**src/rtl/core/lcd_pixel_framebuffer_bridge_assert.svh**
```systemverilog
// Assertion helpers shared by the bridge modules.
// Each expects i_clk and i_rst_n in scope.
`ifndef LCD_PIXEL_FRAMEBUFFER_BRIDGE_ASSERT_SVH
`define LCD_PIXEL_FRAMEBUFFER_BRIDGE_ASSERT_SVH

// Condition must hold at every edge out of reset.
`define LPFB_CHECK(label, cond, msg) \
    label: assert property (@(posedge i_clk) disable iff (!i_rst_n) (cond)) \
        else $error(msg);

// Antecedent at one edge implies consequent at the next.
`define LPFB_CHECK_NEXT(label, ante, cons, msg) \
    label: assert property (@(posedge i_clk) disable iff (!i_rst_n) \
        (ante) |=> (cons)) else $error(msg);

`endif

```
**src/rtl/core/lpfb_pkg.sv**
```systemverilog
package lpfb_pkg;

    // display geometry
    localparam int COLUMNS    = 128;
    localparam int PAGES      = 8;
    localparam int STORE_SIZE = COLUMNS * PAGES;
    localparam int IDX_W      = $clog2(STORE_SIZE);

    // field widths
    localparam int OPC_W  = 2;
    localparam int COL_W  = 7;
    localparam int ROW_W  = 6;
    localparam int PAGE_W = ROW_W - 3;
    localparam int BYTE_W = 8;
    localparam int COFF_W = 3;

    // config port
    localparam int PADDR_W = 3;
    localparam int PDATA_W = 32;

    // bus commands
    localparam logic [BYTE_W-1:0] CMD_PAGE     = 8'hB0;
    localparam logic [BYTE_W-1:0] CMD_COL_HIGH = 8'h10;
    localparam logic [BYTE_W-1:0] CMD_CONTRAST = 8'h81;

    localparam logic [COFF_W-1:0] COFF_RESET     = 3'd4;
    localparam logic [BYTE_W-1:0] CONTRAST_RESET = 8'd28;

    // front-to-back queue
    localparam int QUEUE_DEPTH = 2;
    localparam int PTR_W       = $clog2(QUEUE_DEPTH);
    localparam int CNT_W       = $clog2(QUEUE_DEPTH + 1);

    typedef enum logic [OPC_W-1:0] {
        OP_SET_PIXEL   = 2'd0,
        OP_CLEAR_PIXEL = 2'd1,
        OP_CONTRAST    = 2'd2,
        OP_RAW         = 2'd3
    } t_opcode;

    typedef enum logic [0:0] {
        REG_COLUMN_OFFSET   = 1'b0,
        REG_CONTRAST_OFFSET = 1'b1
    } t_reg;

    typedef enum logic [1:0] {
        K_PIXEL,
        K_CONTRAST,
        K_RAW
    } t_kind;

    typedef struct packed {
        logic [COFF_W-1:0] column_offset;
        logic [BYTE_W-1:0] contrast_offset;
    } t_cfg;

    typedef struct packed {
        logic clearing;
    } t_back_stat;

    typedef struct packed {
        t_kind              kind;
        logic               set;
        logic [2:0]         bitpos;
        logic [PAGE_W-1:0]  page;
        logic [IDX_W-1:0]   idx;
        logic [BYTE_W-1:0]  addr;
        logic [BYTE_W-1:0]  val;
    } t_job;

    function automatic logic [PTR_W-1:0] f_ptr_next(input logic [PTR_W-1:0] ptr);
        logic [PTR_W-1:0] nxt;
        if (ptr == PTR_W'(QUEUE_DEPTH - 1)) begin
            nxt = '0;
        end else begin
            nxt = ptr + PTR_W'(1);
        end
        return nxt;
    endfunction

endpackage

```
**src/rtl/core/lpfb_fifo.sv**
```systemverilog
`include "lcd_pixel_framebuffer_bridge_assert.svh"

module lpfb_fifo import lpfb_pkg::*; (
    input  logic i_clk,
    input  logic i_rst_n,
    input  logic i_push,
    input  t_job i_data,
    input  logic i_pop,
    output logic o_full,
    output logic o_avail,
    output t_job o_data
);

    t_job             r_slot [QUEUE_DEPTH];
    logic [PTR_W-1:0] r_wr;
    logic [PTR_W-1:0] r_rd;
    logic [CNT_W-1:0] r_cnt;

    assign o_full  = (r_cnt == CNT_W'(QUEUE_DEPTH));
    assign o_avail = (r_cnt != '0);
    assign o_data  = r_slot[r_rd];

    always_ff @(posedge i_clk) begin
        if (i_push) begin
            r_slot[r_wr] <= i_data;
        end
    end

    always_ff @(posedge i_clk) begin
        if (!i_rst_n) begin
            r_wr  <= '0;
            r_rd  <= '0;
            r_cnt <= '0;
        end else begin
            if (i_push) begin
                r_wr <= f_ptr_next(r_wr);
            end
            if (i_pop) begin
                r_rd <= f_ptr_next(r_rd);
            end
            if (i_push && !i_pop) begin
                r_cnt <= r_cnt + CNT_W'(1);
            end else if (i_pop && !i_push) begin
                r_cnt <= r_cnt - CNT_W'(1);
            end
        end
    end

    `LPFB_CHECK(a_no_overflow, !(i_push && o_full), "push into full queue")
    `LPFB_CHECK(a_no_underflow, !(i_pop && !o_avail), "pop from empty queue")
    `LPFB_CHECK(a_cnt_bound, r_cnt <= CNT_W'(QUEUE_DEPTH), "queue count out of range")

endmodule

```
**config.mk**
```make
export PLATFORM = sky130hd
export DESIGN_NAME = lpfb_fifo
export DESIGN_NICKNAME = d
export VERILOG_FILES = /design/src/rtl/core/lpfb_pkg.sv /design/src/rtl/core/lpfb_fifo.sv
export VERILOG_INCLUDE_DIRS = /design/src /design/src/rtl/core
export SDC_FILE = /design/constraint.sdc
export NUM_CORES = 1
export LEC_CHECK = 0
export ABC_AREA = 1
export BUFFER_PORTS_ARGS = -buffer_cell sky130_fd_sc_hd__buf_2
export CAP_MARGIN = 25
export CORE_UTILIZATION = 52
export DETAILED_ROUTE_END_ITERATION = 10
export PLACE_DENSITY = 0.79
export SLEW_MARGIN = 10
export SYNTH_ARGS = -nofsm -noshare
export SYNTH_HDL_FRONTEND = slang
export SYNTH_SLANG_ARGS = --single-unit
```
**constraint.sdc**
```tcl
create_clock -name i_clk -period 3.2 [get_ports i_clk]
set_clock_uncertainty 0.05 [all_clocks]
set_input_delay 0.64 -clock i_clk [delete_from_list [all_inputs] [get_ports i_clk]]
set_output_delay 0.64 -clock i_clk [all_outputs]
set_load 0.01 [all_outputs]
```
### After elaboration in Yosys (flattened, before gate mapping)

Memory sizes are Yosys's and may differ from the RTL's. A register that Yosys moved wholly into a read port is not among the register bits.
Index checks and enable logic that the tools add are counted.

* div/mod/pow operators: 0
* mux-type cells: 8
* reduce and logical (&&, ||, !) cells: 6
* bitwise logic cells: 0
* $mul: 0
* shifts and indexed selects: 0
* $lt $le $gt $ge: 0
* equal/unequal tests: 1
* add/sub/neg operators: 4

Operators by type and width (number)
* $mux 1: 6
* $mux 2: 2
* $reduce_bool 2->1: 2
* $add 1x1->1 const B: 2
* $add 2x1->2 const B: 1
* $eq 2x2->1 const B: 1
* $logic_and 1x1->1: 2
* $logic_not 1->1: 2
* $sub 2x1->2 const B: 1

* latch bits: 0
* word-level logic and storage cells: 23
* register bits: 4
* memories: 1
* RAM bits: 70
* memory bits (read-only): 0
* output and inout port bits: 37

Memory list
* r_slot: words 2, width 35, rd ports 1, clocked after Yosys merged registers in 1, wr ports 1, line lpfb_fifo.sv:14 `t_job r_slot [QUEUE_DEPTH];`

### Longest topological paths before layout

* depth in word-level cells: 4
* mapped depth: 8

### Least setup slack after synthesis

OpenSTA, ideal clock, no wires.

* path kind: input port to flip-flop
* start point: input port i_push
* end point: memory r_slot[0][0] in the netlist's numbering, enable pin
* arrival time: 2154 ps
* path buffers: 0
* stages on the path: 2
* required time: 2722 ps
* library setup time: 428 ps
* path slack: 568 ps
* path through: inv_1 > nor2_1

* cells in the longest elaborated chain, start to end: 2

Ends and longest elaborated chain
* start: declaration: line lpfb_fifo.sv:6 `input logic i_push,`
* $mux 1: line lpfb_fifo.sv:24 `if (i_push) begin`
* $mux 1 (not written as such): line lpfb_fifo.sv:25 `r_slot[r_wr] <= i_data;`
* end: declaration: line lpfb_fifo.sv:14

No other way between the ends.

==> flow_summary.toml <==
[run_status]
status = "complete, no violations"

[worst_setup_path]
worstPathMaxFanout = 21
r2r_setup_slack_ns = 1.83
critPathTopFamily = "flip-flops"
timing.rr.start = "r_wr"
slowest_stage = "dfxtp_2"
critPathArrivalTime_ns = 1.74
worst_path_largest_cell_delay_ns = 0.63
reg2regPathDepth = 3
cp_num_buf_inv = 2
crit_required_ns = 2.51
endpoint_kind = "output pin"
worstSetupPathType = "register to output pin"
startpoint_type = "register"
crit_chain = "buf_12 > mux2_2 > buf_2"
reg2reg_to = "r_slot[1][20]"

[pwr]
powerDensity_nw_per_um2 = 558
vdd_drop_max_uv = 407
p_leak_nw = 1.44

[global_route]
grt_use_total_pct = 16.0
grt_max_degree = 36
top_usage_layer = "met2"
grt_use_met3_pct = 5.36
use_met2_pct = 26.6
grt_pass1_vias = 1475
met1_usage_pct = 17.5
grt_first_pass_wirelength_um = 6910
grt_overflow = 0
antenna_found_initial = 0

[synth]
synth_cell_types = 14
synth_area_per_cell_sq_um = 20.2
mappedNetlistNets = 184
synth_top_area_cell = "edfxtp_1"
synth-seq-area-share_pct = 75.7
syn_area_sq_um = 2910
syn_inst = 144
synth.area.top_cells = "edfxtp_1 (72%), mux2_4 (15%), dfxtp_1 (3.4%)"
synth_top_area_share_pct = 72.3
ys_ff_latch = 75
ys.warnings.count = 0

[detailed_routing]
drt_iter0_markers = 79
vias = 1465
first_pass_iters = 4
drc = 0
ant_nets = 0
viasPerCell = 4.82
routedWlPerCell_um = 14.8
routed_wl_um = 4500

[die]
rows = 26
die_area_sq_um = 5900
fp.dieH_um = 76.8
core_area_sq_um = 5240
io_pins = 76
initial_core_util_pct = 55.5
fp.dieW_um = 76.8

[placed_design]
dp_hpwl_um = 3020
portBuffers = 75
place_congestion = 0.688
placed_cell_area_sq_um = 3340
place_inst = 288

[layout]
final_common_cell = "buf_2"
seqCellArea_sq_um = 2200
fillCellCount = 369
syn2layout_area_growth_pct = 20.2
fin_area_sq_um = 3500
most-common-layout-cells = "buf_2 (75), edfxtp_1 (70), mux2_4 (30), nand2_1 (9), clkbuf_8 (9)"
antenna_cells = 0
nets = 269
stdcell_count = 304
multi_input_area_sq_um = 612
drive_gt1_share_pct = 53.8

[timing]
period_minus_slack_ns = 2.43
setup_tns_ns = 0
rsz0062_at_grt = "false"
hold_viol = 0
worst_pin_slew_ns = 0.481
slew_headroom_pct = 67.9
fmax_mhz = 411
slew_viol_final = 0
period_share_pct = 76.1
setup_viol = 0

[worst_hold_path]
whs_path_depth = 1
hold_end = "r_slot[1][26]"
min_from = "i_data[26]"
worstHoldPathType = "input pin to register"

[clock_network]
post_cts_resize_count = 0
cts_buffers = 9
clk_pin_slew_ns = 0.07
cts_hold_buf = 0
cts_setup_buffers = 0
worstSkewPairLatency_ns = 0.32
clkSinkCount = 75
cts-root-buf = "clkbuf_8"
cts_buffer_depth = 2
cts_tree = "built"
h-tree-depth = 3

[flow_run]
max_cap_violations = 0
[metal layers]
metal  share of wire [%]  vias to the layer above
li1                    -                      708
met1                  40                      695
met2                  50                       50
met3                 6.4                       12
met4                 2.8                        0
met5                   0                        -
[report_power, final]
group | internal, W | total (W) | switching, W
Combinational | 0.000116 | 0.000221 | 0.000105
Sequential | 0.00113 | 0.00115 | 0.0000221
Clock | 0.000274 | 0.000575 | 0.000300
Total | 0.00152 | 0.00195 | 0.000427
[area by class of cell]
| type | count | area share (%) |
|---|---|---|
| Sequential cell | 75 | 63.0 |
| Multi-Input combinational cell | 57 | 17.5 |
| Timing Repair Buffer | 78 | 11.7 |
| Clock buffer | 12 | 3.87 |
| Tap cell | 70 | 2.51 |
| Inverter | 8 | 0.859 |
| Clock inverter | 4 | 0.501 |
[Yosys cell counts]
library cell  number
ha_1               1
mux2_4            30
inv_1              8
buf_12             3
nand4_1            1
buf_6              1
nor2_1             8
o21ai_0            1
nand2_1            9
dfxtp_1            5
mux2_2             5
nand3_1            1
edfxtp_1          70
a21oi_1            1
[flip-flops by register name, indices dropped and copies added, names as in the netlist, named ones only]
name	cells
r_cnt	2
r_rd	1
r_wr	1
r_slot	70
[worst max path at each step]
stage | startpoint | to | slack (ns) | depth (start not counted)
after floorplan | i_push | r_slot[0][0] | 0.57 | 2
after global placement | register | o_data[19] | 1.12 | 3
after CTS | register | o_data[19] | 0.74 | 3
after detailed placement | register | o_data[19] | 1.11 | 3
final | register | o_data[19] | 0.77 | 3
after global routing | register | o_data[19] | 0.69 | 3
[logic make-up after synthesis]
| logic type | after synthesis | share of synthesized area (%) |
|---|---|---|
| adders and majority gates | 1 | 0.430 |
| muxes | 35 | 17.4 |
| DFF | 75 | 75.7 |
| buffers and inverters | 12 | 3.49 |
| and+or+nand+nor | 19 | 2.58 |
| AOI/OAI and AO/OA | 2 | 0.344 |
[metrics by stage]
step,hold WS [ns],util [%],total power (W),worst slack [ns]
3_5_place_dp,0.448,63.8,0.00140,1.11
3_3_place_gp,0.427,63.8,0.00139,1.12
2_1_floorplan,0.413,-,0.00132,0.568
6_report,0.443,66.7,0.00195,0.765
5_1_grt,0.429,66.7,0.00203,0.687
4_1_cts,0.428,66.7,0.00197,0.740
No activity file was read; power rests on OpenSTA's default activity.
